`src/rtl/crsh_pkg.sv`:
```
// shared types, constants and helpers of the closest ray/sphere hit block
package crsh_pkg;

   localparam int FRAC_BITS_DEFAULT = 16;
   localparam int QUEUE_DEPTH       = 2;
   localparam int CSR_ADDR_W        = 5;

   localparam logic [2:0] REG_ORIGIN_X    = 3'd0;
   localparam logic [2:0] REG_ORIGIN_Y    = 3'd1;
   localparam logic [2:0] REG_ORIGIN_Z    = 3'd2;
   localparam logic [2:0] REG_DIR_X       = 3'd3;
   localparam logic [2:0] REG_DIR_Y       = 3'd4;
   localparam logic [2:0] REG_DIR_Z       = 3'd5;
   localparam logic [2:0] REG_MAX_DIST    = 3'd6;
   localparam logic [2:0] REG_RAY_PRESENT = 3'd7;

   typedef struct packed {
      logic signed [31:0] origin_x;
      logic signed [31:0] origin_y;
      logic signed [31:0] origin_z;
      logic signed [17:0] dir_x;
      logic signed [17:0] dir_y;
      logic signed [17:0] dir_z;
      logic [30:0]        max_distance;
      logic               ray_present;
   } cfg_type;

   typedef struct packed {
      logic signed [31:0] center_x;
      logic signed [31:0] center_y;
      logic signed [31:0] center_z;
      logic signed [31:0] radius;
      logic               last_object;
   } item_type;

   typedef struct packed {
      logic               hit;
      logic signed [31:0] spawn_x;
      logic signed [31:0] spawn_y;
      logic signed [31:0] spawn_z;
      logic [30:0]        hit_distance;
   } result_type;

   typedef enum logic [2:0] {
      ST_IDLE, ST_MUL, ST_SUM, ST_CMP, ST_SQRT, ST_ROOT, ST_PICK, ST_FIN
   } back_state_type;

   // order of work on the shared multiplier
   typedef enum logic [3:0] {
      STEP_BX, STEP_BY, STEP_BZ, STEP_OX, STEP_OY, STEP_OZ, STEP_RR,
      STEP_BHH, STEP_BHL, STEP_BLL, STEP_FX, STEP_FY, STEP_FZ, STEP_DRAIN
   } step_type;

   function automatic logic signed [31:0] sat32(input logic signed [69:0] v);
      logic signed [69:0] hi_lim;
      logic signed [69:0] lo_lim;
      hi_lim = 70'sd2147483647;
      lo_lim = -70'sd2147483648;
      if (v > hi_lim) begin
         sat32 = 32'sh7fffffff;
      end else if (v < lo_lim) begin
         sat32 = 32'sh80000000;
      end else begin
         sat32 = v[31:0];
      end
   endfunction

endpackage

```
`src/rtl/crsh_front.sv`:
```
// front end: takes object items and works out the sphere radius
module crsh_front #(
   parameter int FRAC_BITS = crsh_pkg::FRAC_BITS_DEFAULT
) (
   input  logic                req_tvalid,
   output logic                req_tready,
   input  logic [191:0]        req_tdata,
   input  logic                req_tlast,
   input  logic                q_ready,
   output logic                q_push,
   output crsh_pkg::item_type  q_item
);
   import crsh_pkg::*;

   localparam logic signed [31:0] HALF_UNIT = 32'sd1 <<< (FRAC_BITS - 1);

   logic signed [31:0] sx, sy, sz, rmax;

   always_comb begin
      sx = req_tdata[127:96];
      sy = req_tdata[159:128];
      sz = req_tdata[191:160];
      rmax = sx;
      if (sy > rmax) rmax = sy;
      if (sz > rmax) rmax = sz;
      if (rmax < HALF_UNIT) rmax = HALF_UNIT;
   end

   assign req_tready = q_ready;
   assign q_push     = req_tvalid && q_ready;

   always_comb begin
      q_item.center_x    = req_tdata[31:0];
      q_item.center_y    = req_tdata[63:32];
      q_item.center_z    = req_tdata[95:64];
      q_item.radius      = rmax;
      q_item.last_object = req_tlast;
   end

endmodule

```
`config.mk`:
```
export PLATFORM = sky130hd
export DESIGN_NAME = crsh_front
export DESIGN_NICKNAME = d
export VERILOG_FILES = /design/src/rtl/crsh_pkg.sv /design/src/rtl/crsh_front.sv
export SDC_FILE = /design/constraint.sdc
export NUM_CORES = 1
export LEC_CHECK = 0
export BUFFER_PORTS_ARGS = -buffer_cell sky130_fd_sc_hd__clkbuf_2
export CAP_MARGIN = 20
export CORE_AREA = 5 5 125 127
export DETAILED_ROUTE_END_ITERATION = 8
export DIE_AREA = 0 0 130 132
export PLACE_DENSITY = 0.66
export REMOVE_ABC_BUFFERS = 1
export SLEW_MARGIN = 10
export SYNTH_ARGS = -nofsm -noshare
export SYNTH_HDL_FRONTEND = slang
export SYNTH_SLANG_ARGS = --single-unit
```
`constraint.sdc`:
```
create_clock -name vclk -period 15.9
set_input_delay 2.385 -clock vclk [all_inputs]
set_output_delay 2.385 -clock vclk [all_outputs]
set_load 0.02 [all_outputs]
```
* Word level (Yosys, flattened, before mapping)
Index checks and enable logic that the tools add are counted.
Operators by class: mux-type cells 3, magnitude comparators 3, reduce and logical (&&, ||, !) cells 1
Operator list (count):
- two-way mux 32 bit | 3
- > comparator 32 bit | 2
- less-than comparator 32 x 17 -> 1 bit (second input constant) | 1
- logical AND 1 bit | 1
Storage, ports and cells: flip-flop bits (word level) 0, output and inout port bits 131, word-level logic and storage cells 7, input port bits 195

* Logic depth before layout (Yosys ltp)
Gate-level depths: netlist of the first run.
depth in word-level cells 6, depth in mapped cells 24

* Least setup slack after synthesis of the first run
Ideal clock, no wire load.
kind input to output, start in req_tdata[125], end out q_item[23] in the netlist's numbering, cell stages on the path 24, arrival 7534 ps, path slack 5981 ps, buffers on the path 4, path through inv_1 ha_1 a21o_1 a21o_1 a221oi_2 o21ai_2 o311a_1 nor2_4 buf_6 mux2i_1 ha_1 a21o_1 a21o_1 a21oi_1 o211ai_1 a2111oi_0 or2_2 buf_2 buf_2 o2111ai_1 a211oi_2 ha_1 clkbuf_1 a211oi_1
RTL lines:
- start, declared | line crsh_front.sv:7 | input logic [191:0] req_tdata,
- end, declared | line crsh_front.sv:11 | output crsh_pkg::item_type q_item

==> results.toml, run 1 <==
[final_layout]
final_nets = 738
syn2layout_area_growth_pct = 3.27
final_layout_size_suffix_gt1_frac = 0.313
nFillCells = 1633
final_cell_mix = "132 x clkbuf_2, 65 x ha_1, 44 x nor2_1, 38 x inv_1, 31 x mux2i_1"
seq_area_um2 = 0
nFlopsAndLatches = 0
final_common_cell = "clkbuf_2"
clkbuf_count = 0

[synth]
yosys.area_share.xor_xnor = 0
synthSimpleGateAreaFrac = 0.169
syn-instance-count = 453
yosys.area_share.adder = 0.244
ys_types = 49
yosysTopAreaCellShare = 0.244
yosysWarnings = 0
synth_mux_area_frac = 0.100
netlist_area_um2 = 3330
yosys.area.top_type = "ha_1"
synth.area.top_cells = "ha_1 24%, buf_4 22%, mux2i_1 9.3%"
seq_area_frac_synth = 0
postSynthAreaPerCell_um2 = 7.35
synth_top_family_by_area = "buffers and inverters"
synth_compound_area_frac = 0.198

[worst_setup_path]
cp_max_fo = 47
critPathCaptureType = "primary output"
required_ps = 13520
critical_path_class = "input pin to primary output"
start_kind = "input pin"
cp_slowest_stage_delay_ps = 550
crit_family = "compound AO/OA/AOI/OAI gates"
critPathSlowestCell = "a2111oi_0"
cpMostUsedCell = "ha_1"
crit_arrival_ps = 8940
crit_buf_inv = 6

[floorplan]
dieHeight_um = 132
fp.dieArea_um2 = 17200
io_pins = 326
rows = 44
dieWidth_um = 130
initial_core_util = 0.233
coreArea_um2 = 14300

[pwr]
p_sw_frac = 0.634
power.total_w = 0.000200
pwr-share-comb = 1.000
p_leak_nw = 1.86
pwr-share-clk = 0
ir_worst_vdd_mv = 0.0428
power.internal_w = 0.0000731
power_frac_seq = 0
p_switching_w = 0.000127
p_per_area_nw_per_um2 = 58.1

[timing]
fin_crit_ps = 11320
setup_viol_count_final = 0
timing.fmax_ghz = 0.0883
tns_ps = 0
drv_slew = 0
relSlewSlack = 0.377
worstMarginPinSlew_ps = 922
fin_crit_sh = 0.712
rsz0062_at_grt = "false"
finalHoldViolCount = 0

[clock_tree]
cts_hold_buf = 0
cts_setup_buffers = 0
cts.repair.resized = 0

[place]
hpwl_um = 22500
io_buffers = 132
gp_congestion = 0.977

[route]
finalWirelength_um = 24100
dr.pass1.iters = 4
drc = 0
num_vias = 3429
vias_per_cell = 5.18
wire_per_inst_um = 36.5
drt-initial-drc-count = 177
antenna_left = 0

[global_routing]
grtUsageMet2 = 0.432
antenna_found_initial = 3
grt_max_degree = 48
grt_util_met1 = 0.230
grt.busiest_layer = "met2"
grt.total_usage = 0.269
use_met3 = 0.300
gr-total-overflow = 0
grt_pass1_wl_um = 31300
grt_pass1_vias = 3352

[run]
cap_violations = 0

[status]
status = "completed"

[min_path]
worst_hold_path_type = "input pin to primary output"
## per-layer routing
layer  share of wire  vias up
met5          0.0049        -
met4           0.018        6
met3            0.26       18
met2            0.44      393
met1            0.28     1419
li1                -     1593
## Yosys cell counts (7+ instances only)
library cell / instances
mux2i_1: 31
ha_1: 65
o21ai_0: 12
nor2_1: 44
buf_4: 98
nand3_1: 7
a21oi_1: 29
nand2_1: 14
nor4_1: 8
nand4_1: 14
a211oi_1: 29
inv_1: 38
## cell families (layout without fill, tap and decap cells)
| logic type | after synthesis | after routing |
|---|---|---|
| AO/OA/AOI/OAI | 96 | 96 |
| adder cells (fa/ha/maj) | 65 | 65 |
| buffers and inverters | 150 | 173 |
| multiplexers | 33 | 33 |
| other | 0 | 2 |
| AND/OR/NAND/NOR | 109 | 109 |
## final timing paths
check,startpoint,endpoint,slack (ps),cells past startpoint
setup / recovery,req_tdata[125],q_item[17],4580,25
hold / removal,req_tdata[0],q_item[97],4770,0
## power by group through the flow
stage               registers (W)  clock network, W  logic (W)
floorplan                       0                 0   0.000127
global placement                0                 0   0.000197
detailed placement              0                 0   0.000197
CTS                             0                 0   0.000199
global route                    0                 0   0.000221
finish                          0   0.0000000000169   0.000200
## area by class of cell
type                       instances  area (µm²)  area share
antenna                            2        5.00     0.00146
inverter                          38         143      0.0415
multi-input combinational        303        2370       0.689
tap                              184         230      0.0670
timing repair buffer             135         691       0.201
## metrics by stage
stage	util	cells	hold WS (ps)	area [µm²]	setup slack (ps)
finish	0.240	662	4770	3440	4580
global route	0.240	660	4770	3430	4260
CTS	0.239	659	4770	3420	4330
detailed placement	0.239	659	4770	3420	4350
global placement	0.239	659	4770	3420	4470
floorplan	-	341	4770	2510	4990
Power figures use the tool's default switching activity.
==> run 2, diff against run 1 <==
==> constraint.sdc (replaced) <==
create_clock -name vclk -period 11.82
set_input_delay 1.773 -clock vclk [all_inputs]
set_output_delay 1.773 -clock vclk [all_outputs]
set_load 0.02 [all_outputs]
==> run 2 against run 1 <==
Net effect:
- clock-buffer cell count unchanged
- critical path depth unchanged
- final cell count decreased by 0.30%
- die area unchanged
- via count increased by 1.9%
- combinational power increased by 35%
- setup slack got worse by 2900 ps
==> results.toml, run 2 (synthesis gave the netlist of run 1 again) <==
[timing]
setup_viol_count_final = 0
finalHoldViolCount = 0
fin_crit_ps = 10090
fin_crit_sh = 0.854
drv_slew = 0
worstMarginPinSlew_ps = 823
relSlewSlack = 0.444
tns_ps = 0
rsz0062_at_grt = "false"
fin_ws_ps = 1730
timing.fmax_ghz = 0.0991

[global_routing]
gr-total-overflow = 0
grt_max_degree = 47
grtUsageMet2 = 0.435
grt.busiest_layer = "met2"
grt_util_met1 = 0.233
use_met3 = 0.301
antenna_found_initial = 4
grt.total_usage = 0.269
grt_pass1_wl_um = 31300
grt_pass1_vias = 3376

[worst_setup_path]
crit_buf_inv = 5
cp_slowest_stage_delay_ps = 530
crit_family = "compound AO/OA/AOI/OAI gates"
cpMostUsedCell = "ha_1"
start_kind = "input pin"
startpoint = "req_tdata[101]"
cp_max_fo = 24
required_ps = 10050
crit_end = "q_item[2]"
crit_arrival_ps = 8320
critical_path_class = "input pin to primary output"
critPathSlowestCell = "a2111oi_0"
critPathCaptureType = "primary output"
cp_num_cells = 25

[final_layout]
antenna_cells = 0
final_nets = 738
seq_area_um2 = 0
multi_input_area_um2 = 2370
final_cell_mix = "132 x clkbuf_2, 65 x ha_1, 44 x nor2_1, 38 x inv_1, 31 x mux2i_1"
nFillCells = 1632
final_layout_size_suffix_gt1_frac = 0.313
clkbuf_count = 0
final_common_cell = "clkbuf_2"
finalInstanceArea_um2 = 3440
nFlopsAndLatches = 0
syn2layout_area_growth_pct = 3.50

[place]
hpwl_um = 22400
io_buffers = 132
placed_area_um2 = 3420
pre_cts_slack_ps = 1580
gp_congestion = 0.986

[route]
drc = 0
antenna_left = 0
wire_per_inst_um = 36.5
drt-initial-drc-count = 266
dr.pass1.iters = 5
finalWirelength_um = 24100
vias_per_cell = 5.29
num_vias = 3494

[status]
status = "completed"

[run]
cap_violations = 0

[clock_tree]
cts_setup_buffers = 0
cts.repair.resized = 0
cts_hold_buf = 0

[pwr]
p_sw_frac = 0.629
p_leak_nw = 1.87
pwr-share-comb = 1.000
pwr-share-clk = 0
power_frac_seq = 0
p_switching_w = 0.000171
ir_worst_vdd_mv = 0.0550
power.internal_w = 0.000101
p_per_area_nw_per_um2 = 78.8
power.total_w = 0.000271

[floorplan]
fp.dieArea_um2 = 17200
rows = 44
io_pins = 326
coreArea_um2 = 14300
dieHeight_um = 132
initial_core_util = 0.233
dieWidth_um = 130

[min_path]
worst_hold_path_type = "input pin to primary output"
## run 2: cell count changes in the layout (fill, tap and decap cells not counted), sizes merged
cell   before  now
diode       2    0
## run 2: layer usage
layer  share of wire  wire length [µm]  vias to the layer above
li1                -                 -                     1595
met3            0.26              6220                       18
met2            0.45             10800                      405
met4          0.0096               231                       12
met5          0.0082               197                        -
met1            0.28              6680                     1464
## run 2: area by class of cell
type / instances / area share
multi-input cells: 303 / 0.688
repair buffers: 135 / 0.204
well taps: 184 / 0.0668
inverters: 38 / 0.0414
## run 2: worst min path at each step
stage                             from          to  slack, ps  cells after the start
final                     req_tdata[0]  q_item[97]       3550                      0
after detailed placement  req_tdata[0]  q_item[97]       3550                      0
after floorplan              req_tlast   q_item[0]       3550                      0
after global placement    req_tdata[0]  q_item[97]       3550                      0
after global routing      req_tdata[0]  q_item[97]       3550                      0
after CTS                 req_tdata[0]  q_item[97]       3550                      0
## run 2: stage by stage
| step | hold WS (ps) | utilization | instances |
|---|---|---|---|
| after global routing | 3550 | 0.241 | 660 |
| after detailed placement | 3550 | 0.239 | 659 |
| final | 3550 | 0.241 | 660 |
| after global placement | 3550 | 0.239 | 659 |
| after CTS | 3550 | 0.239 | 659 |
| after floorplan | 3550 | - | 341 |
## run 2: power by group through the flow
stage,sequential [W],clock [W],combinational [W]
after detailed placement,0,0,0.000266
after floorplan,0,0,0.000171
final,0,0,0.000271
after global placement,0,0,0.000266
after CTS,0,0,0.000267
after global routing,0,0,0.000301
