File: config.mk
export PLATFORM = sky130hd
export DESIGN_NAME = crsh_queue
export DESIGN_NICKNAME = d
export VERILOG_FILES = /design/src/rtl/crsh_pkg.sv /design/src/rtl/crsh_queue.sv
export SDC_FILE = /design/constraint.sdc
export NUM_CORES = 1
export LEC_CHECK = 0
export ABC_CLOCK_PERIOD_IN_PS = 6200
export BUFFER_PORTS_ARGS = -buffer_cell sky130_fd_sc_hd__buf_2
export CAP_MARGIN = 40
export CORE_MARGIN = 5
export CORE_UTILIZATION = 47
export CTS_CLUSTER_DIAMETER = 120
export DETAILED_ROUTE_END_ITERATION = 7
export GPL_TIMING_DRIVEN = 0
export PLACE_DENSITY = 0.76
export SETUP_SLACK_MARGIN = 0.3
export SYNTH_ARGS = -nofsm -noshare
export SYNTH_HDL_FRONTEND = slang
export SYNTH_SLANG_ARGS = --single-unit
File: constraint.sdc
create_clock -name clock -period 6.2 [get_ports clock]
set_input_delay 0.31 -clock clock [delete_from_list [all_inputs] [get_ports clock]]
set_output_delay 0.31 -clock clock [all_outputs]
set_load 0.005 [all_outputs]
File: src/rtl/crsh_pkg.sv
// shared types, constants and helpers of the closest ray/sphere hit block
package crsh_pkg;

   localparam int FRAC_BITS_DEFAULT = 16;
   localparam int QUEUE_DEPTH       = 2;
   localparam int CSR_ADDR_W        = 5;

   localparam logic [2:0] REG_ORIGIN_X    = 3'd0;
   localparam logic [2:0] REG_ORIGIN_Y    = 3'd1;
   localparam logic [2:0] REG_ORIGIN_Z    = 3'd2;
   localparam logic [2:0] REG_DIR_X       = 3'd3;
   localparam logic [2:0] REG_DIR_Y       = 3'd4;
   localparam logic [2:0] REG_DIR_Z       = 3'd5;
   localparam logic [2:0] REG_MAX_DIST    = 3'd6;
   localparam logic [2:0] REG_RAY_PRESENT = 3'd7;

   typedef struct packed {
      logic signed [31:0] origin_x;
      logic signed [31:0] origin_y;
      logic signed [31:0] origin_z;
      logic signed [17:0] dir_x;
      logic signed [17:0] dir_y;
      logic signed [17:0] dir_z;
      logic [30:0]        max_distance;
      logic               ray_present;
   } cfg_type;

   typedef struct packed {
      logic signed [31:0] center_x;
      logic signed [31:0] center_y;
      logic signed [31:0] center_z;
      logic signed [31:0] radius;
      logic               last_object;
   } item_type;

   typedef struct packed {
      logic               hit;
      logic signed [31:0] spawn_x;
      logic signed [31:0] spawn_y;
      logic signed [31:0] spawn_z;
      logic [30:0]        hit_distance;
   } result_type;

   typedef enum logic [2:0] {
      ST_IDLE, ST_MUL, ST_SUM, ST_CMP, ST_SQRT, ST_ROOT, ST_PICK, ST_FIN
   } back_state_type;

   // order of work on the shared multiplier
   typedef enum logic [3:0] {
      STEP_BX, STEP_BY, STEP_BZ, STEP_OX, STEP_OY, STEP_OZ, STEP_RR,
      STEP_BHH, STEP_BHL, STEP_BLL, STEP_FX, STEP_FY, STEP_FZ, STEP_DRAIN
   } step_type;

   function automatic logic signed [31:0] sat32(input logic signed [69:0] v);
      logic signed [69:0] hi_lim;
      logic signed [69:0] lo_lim;
      hi_lim = 70'sd2147483647;
      lo_lim = -70'sd2147483648;
      if (v > hi_lim) begin
         sat32 = 32'sh7fffffff;
      end else if (v < lo_lim) begin
         sat32 = 32'sh80000000;
      end else begin
         sat32 = v[31:0];
      end
   endfunction

endpackage

File: src/rtl/crsh_queue.sv
// short item queue between front end and back end
module crsh_queue (
   input  logic               clock,
   input  logic               reset,
   input  logic               push,
   input  crsh_pkg::item_type push_item,
   output logic               not_full,
   input  logic               pop,
   output logic               not_empty,
   output crsh_pkg::item_type pop_item
);
   import crsh_pkg::*;

   localparam int PW = (QUEUE_DEPTH > 1) ? $clog2(QUEUE_DEPTH) : 1;
   localparam int CW = $clog2(QUEUE_DEPTH + 1);

   item_type        mem_ff [QUEUE_DEPTH];
   logic [PW-1:0]   wr_ff, rd_ff;
   logic [CW-1:0]   count_ff;

   assign not_full  = count_ff != CW'(QUEUE_DEPTH);
   assign not_empty = count_ff != '0;
   assign pop_item  = mem_ff[rd_ff];

   always_ff @(posedge clock) begin
      if (push) mem_ff[wr_ff] <= push_item;
   end

   always_ff @(posedge clock) begin
      if (reset) begin
         wr_ff    <= '0;
         rd_ff    <= '0;
         count_ff <= '0;
      end else begin
         if (push) wr_ff <= (wr_ff == PW'(QUEUE_DEPTH - 1)) ? '0 : wr_ff + 1'b1;
         if (pop)  rd_ff <= (rd_ff == PW'(QUEUE_DEPTH - 1)) ? '0 : rd_ff + 1'b1;
         if (push && !pop) count_ff <= count_ff + 1'b1;
         else if (pop && !push) count_ff <= count_ff - 1'b1;
      end
   end

endmodule

* Word level (Yosys, flattened, before mapping)
Memory sizes are Yosys's and may differ from the RTL's. A register that Yosys moved wholly into a read port is not among the register bits.
Index checks and enable logic that the tools add are counted.
** Storage, ports and cells
- Bits in latches :: 0
- Register bits after elaboration :: 4
- Memories kept :: 1
- RAM bits :: 258
- Input bits :: 133
- ROM bits :: 0
** Memories
- mem_ff :: words 2, width 129, rd ports 1, clocked after Yosys merged registers in 1, write ports 1, line crsh_queue.sv:17 : item_type mem_ff [QUEUE_DEPTH];
** Operators by class
- Reduce and logical (&&, ||, !) cells :: 6
- Bitwise operators :: 0
- Magnitude comparators :: 0
- Add/sub/neg operators :: 4
- Multiply operators :: 0
- Multiplexer cells :: 8
- Div/mod/pow operators :: 0
- Shift operators :: 0
- Equal/unequal tests :: 1
** Operators by type and width (count)
- two-way mux 1 bit :: 6
- two-way mux 2 bit :: 2
- nonzero test 2 bit :: 2
- adder 1 bit (second input constant) :: 2
- adder 2 x 1 -> 2 bit (second input constant) :: 1
- logical AND 1 bit :: 2
- zero test 1 bit :: 2
- != test 2 bit (second input constant) :: 1
- subtractor 2 x 1 -> 2 bit (second input constant) :: 1

* Depth between registers and ports, before layout
Gate-level depths: netlist of the first run.
- Depth in word-level cells :: 4
- Gate-level depth with buffers :: 5
- Gate-level depth less buffers :: 5

* Least setup slack after synthesis of the first run
No wires, ideal clock.
- Kind :: register to register
- Start :: register wr_ff
- End :: memory mem_ff[0][0] (netlist name), enable pin
- Clock period less this slack :: 6.663 ns
- Arrival :: 6.029 ns
- Slack :: -0.463 ns
- Cell stages (with the launch flop) :: 2
- Setup time :: 0.634 ns
- Cell sequence :: dfxtp_1 > nor2b_1
** RTL lines
- start: declaration :: line crsh_queue.sv:18 : logic [PW-1:0] wr_ff, rd_ff;
- start signal: assignment :: line crsh_queue.sv:35 : if (push) wr_ff <= (wr_ff == PW'(QUEUE_DEPTH - 1)) ? '0 : wr_ff + 1'b1;
- end: declaration :: line crsh_queue.sv:17
Straight into the memory's write port.

==> impl_metrics.ini, run 1 <==
[status]
run_status = completed

[synth]
synth_seq_cells = 263
syn-num-nets = 557
synthesis.area_mm2 = 0.009559
ys_warn_count = 0
ys_seq_area_frac = 0.8209
synth.distinct_cells = 17
syn_avg_cell_area_um2 = 22.60
synthCells = 423

[floorplan]
floorplan.die.height_um = 152.6
core_mm2 = 0.02010
fp.dieArea_mm2 = 0.02329
die_w_um = 152.6
initial_core_util = 0.4755
io_pins = 264
rows = 52

[setup_path]
startpoint_type = register
worstPathArrival_ns = 1.80
path_max_fanout = 10
critPathBufInv = 3
path_delay_family = buffers and inverters
worstSetupEndpointType = primary output
slowest_delay_ns = 0.38
cp_cell_sequence = buf_6 -> buf_6 -> mux2_2 -> buf_2
cp.depth = 4
crit_required_ns = 5.89
cp_slowest_cell = dfxtp_1
r2r_slack_ns = 4.22
path_class = register to primary output
cp_common_cell = buf_6
ff2ff_path_depth = 3

[cts]
clk_path_buf_depth = 3
cts_tree = built
clk_pin_slew_ns = 0.06
cts.repair.resized = 0
clkSinkCount = 263
post_cts_buffers = 0
clock_latency_ns = 0.51
clockRootBuffer = clkbuf_16
htreeDepth = 1
cts_made_buffers = 27

[global_route]
antenna_found_initial = 2
grt_pass1_vias = 6115
gr-usage-all-layers = 0.1745
grt_overflow = 0
grt_pass1_wl_um = 32910
grt_max_degree = 49

[drt]
drtIter0Drc = 276
via_count = 5543
route.detailed.drc = 0
wire_per_inst_um = 18.58
routed_via_density = 4.862
routed_wl_um = 21180
first_pass_iters = 4
ant_nets = 0

[sta]
max_slew_margin = 0.4517
finalSetupTns_ns = 0
skew_ns = 0.008846
hold_viol = 0
rsz0062_at_grt = false
period_share = 0.3399
finalSetupViolCount = 0
max_clock_freq_mhz = 474.5
slew_viol_final = 0
hold_ws_ns = 0.04461
post-route-min-period_ns = 2.108
worstMarginPinSlew_ns = 0.8207

[cells_and_area]
syn_to_final_growth_pct = 41.98
fillCellCount = 1313
drive_gt1_frac = 0.5224
nets = 984

[pwr]
leakage_nw = 5.152
p_int_w = 0.003349
power.switching_fraction = 0.2094
seqPwrFrac = 0.496
power-per-cell-area_mw_per_mm2 = 312.1
p_clk_frac = 0.388
p_comb_frac = 0.116
ir_worst_vdd_uv = 256.6
p_sw_w = 0.0008872

[place]
hpwl_um = 12990
gp_congestion = 0.7822
portBuffers = 263

[hold_path]
hold_depth = 2
hp-class = input port to register

[flow_run]
maxCapViolCount = 0
[cells in the final DEF (no fill, tap or decap), types with 4 or more instances in the layout]
cell type,Yosys,routed
buf_6,13,13
clkinv_1,0,7
buf_2,1,264
bufinv_16,0,5
nor2_1,4,4
clkinvlp_4,0,4
edfxtp_1,258,258
clkbuf_16,0,27
dfxtp_1,5,5
dlygate4sd3_1,0,129
mux2_2,129,129
[through the flow]
step | total power, W | util | cells | setup slack (ns) | instance area (µm²)
2_1_floorplan | 0.002352 | - | 423 | 2.066 | 9562
3_3_place_gp | 0.002539 | 0.5579 | 956 | 0.4793 | 11220
3_5_place_dp | 0.002559 | 0.5653 | 962 | 4.108 | 11370
4_1_cts | 0.004269 | 0.6749 | 1139 | 4.044 | 13570
5_1_grt | 0.004394 | 0.6751 | 1140 | 4.006 | 13570
6_report | 0.004236 | 0.6751 | 1140 | 4.093 | 13570
[metal layers]
layer  GRT usage  vias to the layer above  routed length, µm
met5           0                        -                 11
met4     0.04709                        2                457
met3     0.04345                       40               1469
met2      0.3189                      213              11170
met1      0.2056                     2748               8070
li1            -                     2540                  -
[logic make-up (layout without fill, tap and decap cells)]
kind of cell / Yosys count / after routing / synth area share
other: 0 / 1 / 0
buffers and inverters: 15 / 461 / 0.01623
DFF: 263 / 263 / 0.8209
adders and majority gates: 1 / 1 / 0.001309
muxes: 129 / 129 / 0.1520
xor gates and xnor gates: 4 / 4 / 0.003666
and+or+nand+nor: 9 / 9 / 0.004845
AOI/OAI and AO/OA: 2 / 2 / 0.001046
[final timing paths]
check | start | to
hold reg to reg | rd_ff | register
setup reg to reg | wr_ff | mem_ff[1][12]
hold / removal | reset | count_ff[0]
setup / recovery | register | pop_item[118]
[registers in the layout (all words and copies together), names as in the netlist, named ones only]
signal,flops
mem_ff,258
count_ff,2
rd_ff,1
wr_ff,1
[final cells by class]
class,count,area (µm²),share of cell area
multi-input cells,145,1567,0.1154
diodes,1,2.502,0.0001844
plain buffers,14,151.4,0.01116
well taps,270,337.8,0.02489
repair buffers,398,2750,0.2026
clock inverters,19,229.0,0.01687
flip-flops and latches,263,7848,0.5782
inverters,1,3.754,0.0002766
clock buffers,29,683.2,0.05034
[synth_stat cells]
| library cell | count | area, µm² |
|---|---|---|
| a21oi_1 | 1 | 5.000 |
| and2_1 | 1 | 6.260 |
| buf_2 | 1 | 5.000 |
| buf_6 | 13 | 146.4 |
| dfxtp_1 | 5 | 100.1 |
| edfxtp_1 | 258 | 7747 |
| ha_1 | 1 | 12.51 |
| inv_1 | 1 | 3.750 |
| mux2_2 | 129 | 1453 |
| nand2b_1 | 1 | 6.260 |
| nor2_1 | 4 | 15.01 |
| nor2b_1 | 1 | 6.260 |
| o21ai_0 | 1 | 5.000 |
| or2_2 | 1 | 6.260 |
| or3_1 | 1 | 6.260 |
| xnor2_1 | 2 | 17.52 |
| xor2_1 | 2 | 17.52 |
[power by group through the flow]
stage,registers (W),logic [W],clock network [W]
after floorplan,0.00214,0.000212,0
after global placement,0.00215,0.000390,0
after detailed placement,0.00214,0.000422,0
after CTS,0.00210,0.000491,0.00168
after global routing,0.00211,0.000529,0.00176
final,0.00210,0.000491,0.00164
[timing repair]
action | CTS | global route
endpoints found under the hold margin | 258 | 0
endpoints found under the setup margin | 0 | 0
hold buffers | 129 | 0
[worst register-to-register path, cell delays in order, from the launching register on]
cell and delay [ns]:
dfxtp_1 0.42, and2_4 0.63, buf_16 0.33, buf_12 0.27
Note: power is estimated with default switching activity, not from simulation.
==> run 2: changes to the inputs <==
--- a/config.mk
+++ b/config.mk
@@ -5,15 +5,15 @@
 export SDC_FILE = /design/constraint.sdc
 export NUM_CORES = 1
 export LEC_CHECK = 0
-export ABC_CLOCK_PERIOD_IN_PS = 6200
+export ABC_CLOCK_PERIOD_IN_PS = 2100
 export BUFFER_PORTS_ARGS = -buffer_cell sky130_fd_sc_hd__buf_2
 export CAP_MARGIN = 40
 export CORE_MARGIN = 5
-export CORE_UTILIZATION = 47
+export CORE_UTILIZATION = 52
 export CTS_CLUSTER_DIAMETER = 120
 export DETAILED_ROUTE_END_ITERATION = 7
 export GPL_TIMING_DRIVEN = 0
-export PLACE_DENSITY = 0.76
+export PLACE_DENSITY = 0.79
 export SETUP_SLACK_MARGIN = 0.3
 export SYNTH_ARGS = -nofsm -noshare
 export SYNTH_HDL_FRONTEND = slang
==> constraint.sdc (replaced) <==
create_clock -name clock -period 2.1 [get_ports clock]
set_input_delay 0.105 -clock clock [delete_from_list [all_inputs] [get_ports clock]]
set_output_delay 0.105 -clock clock [all_outputs]
set_load 0.005 [all_outputs]
==> impl_metrics.ini, run 2 (synthesis gave the netlist of run 1 again) <==
[status]
run_status = completed

[sta]
hold_ws_ns = 0.1433
post-route-min-period_ns = 1.825
hold_viol = 0
worstMarginPinSlew_ns = 0.6549
finalSetupTns_ns = 0
max_slew_margin = 0.5625
layout_setup_ws_ns = 0.2753
finalSetupViolCount = 0
max_clock_freq_mhz = 548.0
period_share = 0.8689
rsz0062_at_grt = true
slew_viol_final = 0
skew_ns = 0.009501

[cells_and_area]
reg_top3 = mem_ff x258, count_ff x2
largest_register_ffs = 258
fin_cells = 1109
regMostFlops = mem_ff
syn_to_final_growth_pct = 43.68
drive_gt1_frac = 0.5262
final_cell_mix = edfxtp_1, buf_2, dlygate4sd3_1
design_area_mm2 = 0.01373
final_common_cell = edfxtp_1
nets = 993

[drt]
via_count = 5537
first_pass_iters = 4
routed_wl_um = 22440
drtIter0Drc = 229
wire_per_inst_um = 20.23
routed_via_density = 4.993
route.detailed.drc = 0
ant_nets = 0

[place]
dpl_cell_area_mm2 = 0.01131
portBuffers = 263
place_inst = 921
pre_cts_ws_ns = 0.3862
hpwl_um = 13110
gp_congestion = 0.7512

[pwr]
ir_worst_vdd_uv = 1166
seqPwrFrac = 0.507
p_sw_w = 0.002634
p_comb_frac = 0.130
p_clk_frac = 0.363
power.switching_fraction = 0.2150
p_int_w = 0.009614
power-per-cell-area_mw_per_mm2 = 891.8
leakage_nw = 5.265

[global_route]
grt_overflow = 0
grt_pass1_vias = 6165
grt_max_degree = 53
antenna_found_initial = 2
grt_pass1_wl_um = 34070
gr-usage-all-layers = 0.2028

[setup_path]
path_max_fanout = 10
worstPathArrival_ns = 1.72
crit_required_ns = 2.00
r2r-start = wr_ff
path_class = register to primary output
worst_r2r_endpoint = mem_ff[0][67]
ff2ff_path_depth = 3
worstSetupEndpointType = primary output
r2r_slack_ns = 0.40
startpoint_type = register

[floorplan]
floorplan.die.height_um = 145.6
die_w_um = 145.6
rows = 49
fp.dieArea_mm2 = 0.02120
initial_core_util = 0.5303
io_pins = 264
core_mm2 = 0.01802

[cts]
clk_pin_slew_ns = 0.05
clockRootBuffer = clkbuf_16
clk_path_buf_depth = 3
clkSinkCount = 263
cts_made_buffers = 27
cts_tree = built
clock_latency_ns = 0.51
htreeDepth = 1

[hold_path]
hold_end = count_ff[0]
hp-class = input port to register
worstHoldStart = push
hold_depth = 4

[flow_run]
maxCapViolCount = 0
==> run 2: cell types whose count changed in the layout (fill, tap and decap cells not counted), moves of 6 or more <==
cell and delta:
clkinv_2 +6, mux2_4 +9, buf_12 +12, mux2_2 -9, buf_2 -8
==> run 2: worst max-delay path, stage by stage, from the launching register on <==
cell	delay, ns
dfxtp_4	0.40
clkbuf_16	0.19
buf_12	0.14
mux2_2	0.34
buf_2	0.14
==> run 2: per-stage QoR <==
step / util / total power (W)
2_1_floorplan: - / 0.006928
3_3_place_gp: 0.6198 / 0.007474
3_5_place_dp: 0.6274 / 0.007558
4_1_cts: 0.7474 / 0.01215
5_1_grt: 0.7620 / 0.01272
6_report: 0.7620 / 0.01225
==> run 2: power by group through the flow <==
stage	clock [W]	combinational, W	sequential [W]
final	0.00445	0.00159	0.00622
after global routing	0.00478	0.00170	0.00624
after CTS	0.00449	0.00146	0.00621
after detailed placement	0	0.00124	0.00631
after global placement	0	0.00116	0.00632
after floorplan	0	0.000627	0.00630
==> run 2: cell type report <==
cell class	instances	area (µm²)
Buffer	14	242.7
Clock inverter	19	145.1
Inverter	1	3.754
Fill cell	988	4290
Antenna cell	2	5.005
Sequential cell	263	7853
Timing Repair Buffer	407	2915
Clock buffer	29	683.2
Tap cell	229	286.5
Multi-Input combinational cell	145	1600
==> run 2: layer usage <==
layer / vias up / GRT usage / wire length (µm)
li1: 2559 / - / -
met1: 2703 / 0.2416 / 8455
met2: 239 / 0.3614 / 11770
met3: 36 / 0.06073 / 1734
met4: 0 / 0.05224 / 481
met5: - / 0 / 0
==> run 2: timing repair <==
action / 4_1_cts / 5_1_grt
setup endpoints to repair: 111 / 120
hold buffers: 132 / 0
resized for setup: 4 / 36
hold endpoints to repair: 263 / 0
gates cloned: 0 / 2
buffers inserted: 0 / 4
==> run 2: worst max path at each step <==
stage,from,to,slack [ns],cells past startpoint
2_1_floorplan,wr_ff,mem_ff[0][0],-0.56,1
3_3_place_gp,wr_ff,mem_ff[0][21],-1.39,1
3_5_place_dp,wr_ff,mem_ff[0][49],0.39,3
4_1_cts,register,pop_item[37],0.26,4
5_1_grt,register,pop_item[23],0.22,4
6_report,register,pop_item[52],0.28,4
